`config.mk`:
```
export PLATFORM = sky130hd
export DESIGN_NAME = awis_ctrl
export DESIGN_NICKNAME = d
export VERILOG_FILES = /design/src/design/awis_pkg.sv /design/src/design/awis_ctrl.sv
export SDC_FILE = /design/constraint.sdc
export NUM_CORES = 1
export LEC_CHECK = 0
export ABC_AREA = 0
export BUFFER_PORTS_ARGS = -buffer_cell sky130_fd_sc_hd__buf_2
export CAP_MARGIN = 20
export CORE_MARGIN = 2
export CORE_UTILIZATION = 36
export CTS_CLUSTER_SIZE = 10
export DETAILED_ROUTE_END_ITERATION = 10
export SYNTH_ARGS = -nofsm -noshare
export SYNTH_HDL_FRONTEND = slang
export SYNTH_SLANG_ARGS = --single-unit
```
`constraint.sdc`:
```
create_clock -name clk -period 4.89 [get_ports clk]
set_clock_uncertainty 0.1 [all_clocks]
set_input_delay 0.2445 -clock clk [delete_from_list [all_inputs] [get_ports clk]]
set_output_delay 0.2445 -clock clk [all_outputs]
set_load 0.03 [all_outputs]
```
`src/design/awis_pkg.sv`:
```
// shared types, constants and helpers for the area-weighted image scaler
package awis_pkg;

  localparam int unsigned MAX_SRC_WIDTH  = 256;
  localparam int unsigned MAX_SRC_HEIGHT = 256;
  localparam int unsigned SAMPLE_BITS    = 16;
  localparam int unsigned OUT_DIM_MAX    = 256;

  localparam int unsigned DIM_BITS  = 9;
  localparam int unsigned DIV_BITS  = 17;
  localparam int unsigned NUM_BITS  = 33;
  localparam int unsigned POS_BITS  = 17;
  localparam int unsigned STEP_BITS = 6;

  localparam logic [2:0] REG_SRC_WIDTH  = 3'd0;
  localparam logic [2:0] REG_SRC_HEIGHT = 3'd1;
  localparam logic [2:0] REG_OUT_WIDTH  = 3'd2;
  localparam logic [2:0] REG_OUT_HEIGHT = 3'd3;
  localparam logic [2:0] REG_DIVISOR    = 3'd4;

  localparam logic CMD_LOAD    = 1'b0;
  localparam logic CMD_COMPUTE = 1'b1;

  typedef enum logic [2:0] {
    DS_SY0,
    DS_SY1,
    DS_SX0,
    DS_SX1,
    DS_FIN
  } div_sel_t;

  typedef struct packed {
    logic     mem_we;
    logic     latch;
    logic     setup;
    logic     div_load;
    logic     div_step;
    logic     div_store;
    logic     init;
    logic     rd;
    logic     mul;
    logic     prod;
    logic     acc;
    logic     out_load;
    div_sel_t div_sel;
  } dp_cmd_t;

  typedef struct packed {
    logic in_range;
    logic div_last;
    logic last_col;
    logic last_row;
  } dp_status_t;

  function automatic logic [DIM_BITS-1:0] clamp_dim(input logic [DIM_BITS-1:0] v,
                                                    input logic [DIM_BITS-1:0] hi);
    logic [DIM_BITS-1:0] r;
    if (v == '0) r = DIM_BITS'(1);
    else if (v > hi) r = hi;
    else r = v;
    return r;
  endfunction

endpackage

```
`src/design/awis_ctrl.sv`:
```
// controller: command sequencing, divider scheduling and output word handshake
module awis_ctrl (
  input  logic                 clk,
  input  logic                 rst_n,
  input  logic                 in_valid,
  input  logic                 in_cmd,
  output logic                 in_stall,
  output logic                 out_valid,
  input  logic                 out_stall,
  input  awis_pkg::dp_status_t status,
  output awis_pkg::dp_cmd_t    cmd
);

  typedef enum logic [3:0] {
    S_IDLE,
    S_SETUP,
    S_DLOAD,
    S_DRUN,
    S_DSTORE,
    S_INIT,
    S_RD,
    S_MUL,
    S_PROD,
    S_ACC,
    S_OUT
  } state_t;

  state_t             state_r, state_nxt;
  awis_pkg::div_sel_t sel_r, sel_nxt;
  logic               out_valid_r, out_valid_nxt;
  logic               accept;

  assign in_stall  = (state_r != S_IDLE);
  assign out_valid = out_valid_r;
  assign accept    = in_valid && (state_r == S_IDLE);

  always_comb begin
    state_nxt     = state_r;
    sel_nxt       = sel_r;
    out_valid_nxt = out_valid_r && out_stall;
    cmd           = '0;
    cmd.div_sel   = sel_r;
    case (state_r)
      S_IDLE: begin
        if (accept) begin
          if (in_cmd == awis_pkg::CMD_LOAD) begin
            cmd.mem_we = 1'b1;
          end else if (status.in_range) begin
            cmd.latch = 1'b1;
            state_nxt = S_SETUP;
          end
        end
      end
      S_SETUP: begin
        cmd.setup = 1'b1;
        sel_nxt   = awis_pkg::DS_SY0;
        state_nxt = S_DLOAD;
      end
      S_DLOAD: begin
        cmd.div_load = 1'b1;
        state_nxt    = S_DRUN;
      end
      S_DRUN: begin
        cmd.div_step = 1'b1;
        if (status.div_last) state_nxt = S_DSTORE;
      end
      S_DSTORE: begin
        cmd.div_store = 1'b1;
        case (sel_r)
          awis_pkg::DS_SY0: begin
            sel_nxt   = awis_pkg::DS_SY1;
            state_nxt = S_DLOAD;
          end
          awis_pkg::DS_SY1: begin
            sel_nxt   = awis_pkg::DS_SX0;
            state_nxt = S_DLOAD;
          end
          awis_pkg::DS_SX0: begin
            sel_nxt   = awis_pkg::DS_SX1;
            state_nxt = S_DLOAD;
          end
          awis_pkg::DS_SX1: state_nxt = S_INIT;
          default:          state_nxt = S_OUT;
        endcase
      end
      S_INIT: begin
        cmd.init  = 1'b1;
        state_nxt = S_RD;
      end
      S_RD: begin
        cmd.rd    = 1'b1;
        state_nxt = S_MUL;
      end
      S_MUL: begin
        cmd.mul   = 1'b1;
        state_nxt = S_PROD;
      end
      S_PROD: begin
        cmd.prod  = 1'b1;
        state_nxt = S_ACC;
      end
      S_ACC: begin
        cmd.acc = 1'b1;
        if (status.last_col && status.last_row) begin
          sel_nxt   = awis_pkg::DS_FIN;
          state_nxt = S_DLOAD;
        end else begin
          state_nxt = S_RD;
        end
      end
      S_OUT: begin
        if (!out_valid_r || !out_stall) begin
          cmd.out_load  = 1'b1;
          out_valid_nxt = 1'b1;
          state_nxt     = S_IDLE;
        end
      end
      default: state_nxt = S_IDLE;
    endcase
  end

  always_ff @(posedge clk) begin
    if (!rst_n) begin
      state_r     <= S_IDLE;
      sel_r       <= awis_pkg::DS_SY0;
      out_valid_r <= 1'b0;
    end else begin
      state_r     <= state_nxt;
      sel_r       <= sel_nxt;
      out_valid_r <= out_valid_nxt;
    end
  end

endmodule

```
# == Word-level counts from Yosys, hierarchy flattened ==
# Index checks and enable logic that the tools add are counted.
# word_totals
output_inout_bits,17
elab_cells,65
register_bits,8
in_bits,9
# op_classes
n_eq_ne,20
reduce_logical,13
n_mux,29
# op_table
cell,count
$pmux 4 s11,1
$mux 4,5
$pmux 3 s3,2
$eq 4x3->1 const B,4
$mux 1,16
$eq 4x4->1 const B,3
$ne 2x2->1 const B,6
$eq 4x2->1 const B,2
$pmux 4 s2,1
$eq 3x2->1 const B,2
$mux 3,2
$reduce_and 5->1,1
$eq 4x1->1 const B,1
$logic_not 4->1,1
$mux 2,2
$ne 4x1->1 const B,1
$reduce_bool 4->1,1
$eq 3x1->1 const B,1
$logic_and 1x1->1,3
$logic_not 3->1,1
$reduce_and 3->1,1
$reduce_bool 3->1,1
$reduce_or 3->1,1
$logic_not 1->1,2
$logic_or 1x1->1,1

# == Depth between registers and ports, before layout ==
# depth
word_depth,4
mapped_depth,5
depth_no_buf,4

# == Worst setup path after synthesis ==
# Ideal clock, no wire load.
# synth_path
path_kind,reg2out
from,reg state_r[1]
to,out cmd[14] (netlist name)
setup_slack_ps,2808
t_arrival_ps,1737
path_buffers,1
required_time_ps,4546
path_stages_with_launch,4
path_cell_list,dfxtp_1 buf_2 or4_4 nor3b_1
# synth_lines
item,line,source
"start, declared",awis_ctrl.sv:28,"state_t state_r, state_nxt;"
"start signal, assigned",awis_ctrl.sv:128,state_r <= state_nxt;
"end, declared",awis_ctrl.sv:11,output awis_pkg::dp_cmd_t cmd

==> load_flow_metrics.sql <==
INSERT INTO impl_metrics (metric_group, metric, value, unit) VALUES
('outcome', 'status', 'completed', ''),
('logic_synthesis', 'synthTopCellsByArea', 'sky130_fd_sc_hd__dfxtp_1, sky130_fd_sc_hd__nand2_1, sky130_fd_sc_hd__and3b_1, sky130_fd_sc_hd__a21oi_1, sky130_fd_sc_hd__o21ai_0', ''),
('global_routing', 'top_usage_layer', 'met2', ''),
('final_layout', 'post-route-cell-area', '743', 'um2'),
('logic_synthesis', 'synth.yosys.seq_area_share', '26.4', '%'),
('sta', 'fin_tns_setup', '0', 'ns'),
('drt', 'post_drt_via_cell_ratio', '5.56', ''),
('global_routing', 'grt-ovfl-total', '0', ''),
('sta', 'fmax', '494', 'MHz'),
('sta', 'timing.final.crit_share', '41.4', '%'),
('logic_synthesis', 'synth.distinct_cells', '33', ''),
('logic_synthesis', 'number_of_enable_type_register_cells_in_the_synthesized_netlist', '0', ''),
('drt', 'drc', '0', ''),
('cts', 'cts-htree-levels', '1', ''),
('drt', 'detailedRoute.firstIterationViolations', '5', ''),
('placement', 'numPortBuffers', '25', ''),
('floorplanning', 'placeableCoreArea', '0.00154', 'mm2'),
('drt', 'first_drt_pass_iteration_count', '6', ''),
('power_and_ir_drop', 'p_leak', '0.000351', 'uW'),
('logic_synthesis', 'asyncSetResetFlopFracSynth', '0', '%'),
('sta', 'timing_worst_slew_pin_value', '0.461', 'ns'),
('logic_synthesis', 'synth_fa_ha_area_share', '0', '%'),
('global_routing', 'groute.layer.met1.usage', '22.2', '%'),
('sta', 'hold_viol', '0', ''),
('final_layout', 'layout_overhead_on_the_synthesized_area', '22.7', '%'),
('sta', 'finalSetupViolCount', '0', ''),
('final_layout', 'layout.nets', '113', ''),
('logic_synthesis', 'library_cell_with_the_largest_summed_area_after_synthesis', 'sky130_fd_sc_hd__dfxtp_1', ''),
('cts', 'cts.repair.resized', '0', ''),
('logic_synthesis', 'ys_top_cells_by_count', 'sky130_fd_sc_hd__nand2_1, sky130_fd_sc_hd__dfxtp_1, sky130_fd_sc_hd__nor2_1', ''),
('final_layout', 'fillerInstances', '175', ''),
('logic_synthesis', 'synth_simple_gate_area_share', '39.0', '%'),
('floorplanning', 'core.rowCount', '14', ''),
('cts', 'max-clock-path-buffers', '2', ''),
('power_and_ir_drop', 'power.switching_fraction', '43.6', '%'),
('power_and_ir_drop', 'power.sequential.fraction', '34.4', '%'),
('sta', 'fin_crit', '2.03', 'ns'),
('hold_path', 'worst_hold_path_type', 'in -> reg', ''),
('global_routing', 'grt_max_degree', '14', ''),
('logic_synthesis', 'synth_top_area_share', '26.4', '%'),
('power_and_ir_drop', 'power_frac_comb', '48.1', '%'),
('logic_synthesis', 'synth_flop_cell', 'sky130_fd_sc_hd__dfxtp_1', ''),
('drt', 'route.final.wire_length', '1.45', 'mm'),
('power_and_ir_drop', 'power.density_cell_area', '360', 'mW/mm2'),
('critical_path', 'timing.critical_path.from_type', 'flop', ''),
('floorplanning', 'ioPinCount', '26', ''),
('global_routing', 'grt_pass1_vias', '568', ''),
('cts', 'cts-buffers-inserted', '3', ''),
('global_routing', 'grt_pass1_wl', '2.46', 'mm'),
('power_and_ir_drop', 'p_int', '151', 'uW'),
('floorplanning', 'die_h', '45.0', 'um'),
('cts', 'cts_tree', 'built', ''),
('drt', 'vias', '656', ''),
('power_and_ir_drop', 'switchingPower', '117', 'uW'),
('sta', 'layout_setup_ws', '2.86', 'ns'),
('logic_synthesis', 'synth.yosys.warnings', '0', ''),
('power_and_ir_drop', 'p_total', '268', 'uW'),
('logic_synthesis', 'synthesis.nets', '88', ''),
('critical_path', 'worstReg2RegStart', 'state_r[3]', ''),
('drt', 'antenna_left', '0', ''),
('flow_run', 'maxCapViolations', '0', ''),
('final_layout', 'final_layout_size_suffix_gt1_share', '33.3', '%'),
('sta', 'final_max_slew_viol_count', '0', ''),
('logic_synthesis', 'syn-cell-area', '606', 'um2'),
('cts', 'cts_hold_repair.buffers', '0', ''),
('logic_synthesis', 'yosys.area_share.xor_xnor', '1.45', '%'),
('global_routing', 'track_usage', '16.5', '%'),
('placement', 'hpwl', '1.11', 'mm'),
('hold_path', 'hold_start', 'rst_n', ''),
('logic_synthesis', 'post-synth-top-count-cell', 'sky130_fd_sc_hd__nand2_1', ''),
('critical_path', 'timing.setup.critical_path_class', 'reg -> out', '');
metrics by stage:
stage / hold slack [ns] / utilization, % / std cells
2_1_floorplan: 0.374 / - / 79
3_3_place_gp: 0.416 / 46.8 / 115
3_5_place_dp: 0.423 / 46.8 / 115
4_1_cts: 0.208 / 48.2 / 118
5_1_grt: 0.207 / 48.2 / 118
6_report: 0.218 / 48.2 / 118
registers in the layout (all words and copies together), names as in the netlist:
register	cells
state_r	4
sel_r	3
out_valid	1
layout by cell type, fill, tap and decap left out, types with 3 or more instances in the layout:
| cell type | count |
|---|---|
| sky130_fd_sc_hd__nor3_1 | 3 |
| sky130_fd_sc_hd__nor3b_1 | 3 |
| sky130_fd_sc_hd__o21ai_0 | 5 |
| sky130_fd_sc_hd__dfxtp_1 | 8 |
| sky130_fd_sc_hd__clkbuf_4 | 3 |
| sky130_fd_sc_hd__a21oi_1 | 5 |
| sky130_fd_sc_hd__nand2_1 | 10 |
| sky130_fd_sc_hd__inv_1 | 4 |
| sky130_fd_sc_hd__buf_2 | 25 |
| sky130_fd_sc_hd__nor2_1 | 6 |
| sky130_fd_sc_hd__and3b_1 | 3 |
| sky130_fd_sc_hd__nor2b_1 | 3 |
kinds of logic (layout without fill, tap and decap cells):
| kind of cell | Yosys count | count (layout) |
|---|---|---|
| buf+inv | 9 | 32 |
| compound gates | 21 | 21 |
| xor+xnor | 1 | 1 |
| simple gates | 39 | 39 |
| flops | 8 | 8 |
| mux | 1 | 1 |
routing by layer:
layer	part of all wire [%]	wire length [um]	vias to the layer above
met4	0.97	14	0
met3	8.3	120	2
li1	-	-	340
met2	43	619	27
met5	0	0	-
met1	48	693	287
cell type report:
cell class,instances,area [um2],area share [%]
clock buffers,3,22.5,3.03
well taps,16,20.0,2.69
repair buffers,25,125,16.8
inverters,4,15.0,2.02
flip-flops and latches,8,160,21.5
multi-input cells,62,400,53.9
worst max-delay path, cell delays in order (launching register included):
cell	delay [ns]
sky130_fd_sc_hd__dfxtp_1	0.41
sky130_fd_sc_hd__or4_4	0.60
sky130_fd_sc_hd__nor3b_1	0.20
sky130_fd_sc_hd__buf_2	0.22
worst paths after layout:
kind | to | slack (ns) | cells past startpoint
max | cmd[14] | 2.86 | 3
min | state_r[1] | 0.22 | 2
max reg2reg | state_r[0] | 3.15 | 4
min reg2reg | sel_r[0] | 0.43 | 2
power groups by stage:
stage               clock network [uW]  registers (uW)  logic, uW
detailed placement                   0            93.2        129
CTS                               50.2            91.8        129
global route                      54.4            95.0        141
global placement                     0            93.3        128
finish                            46.8            92.1        129
floorplan                            0            79.6        119
(Power assumes the default switching activity.)
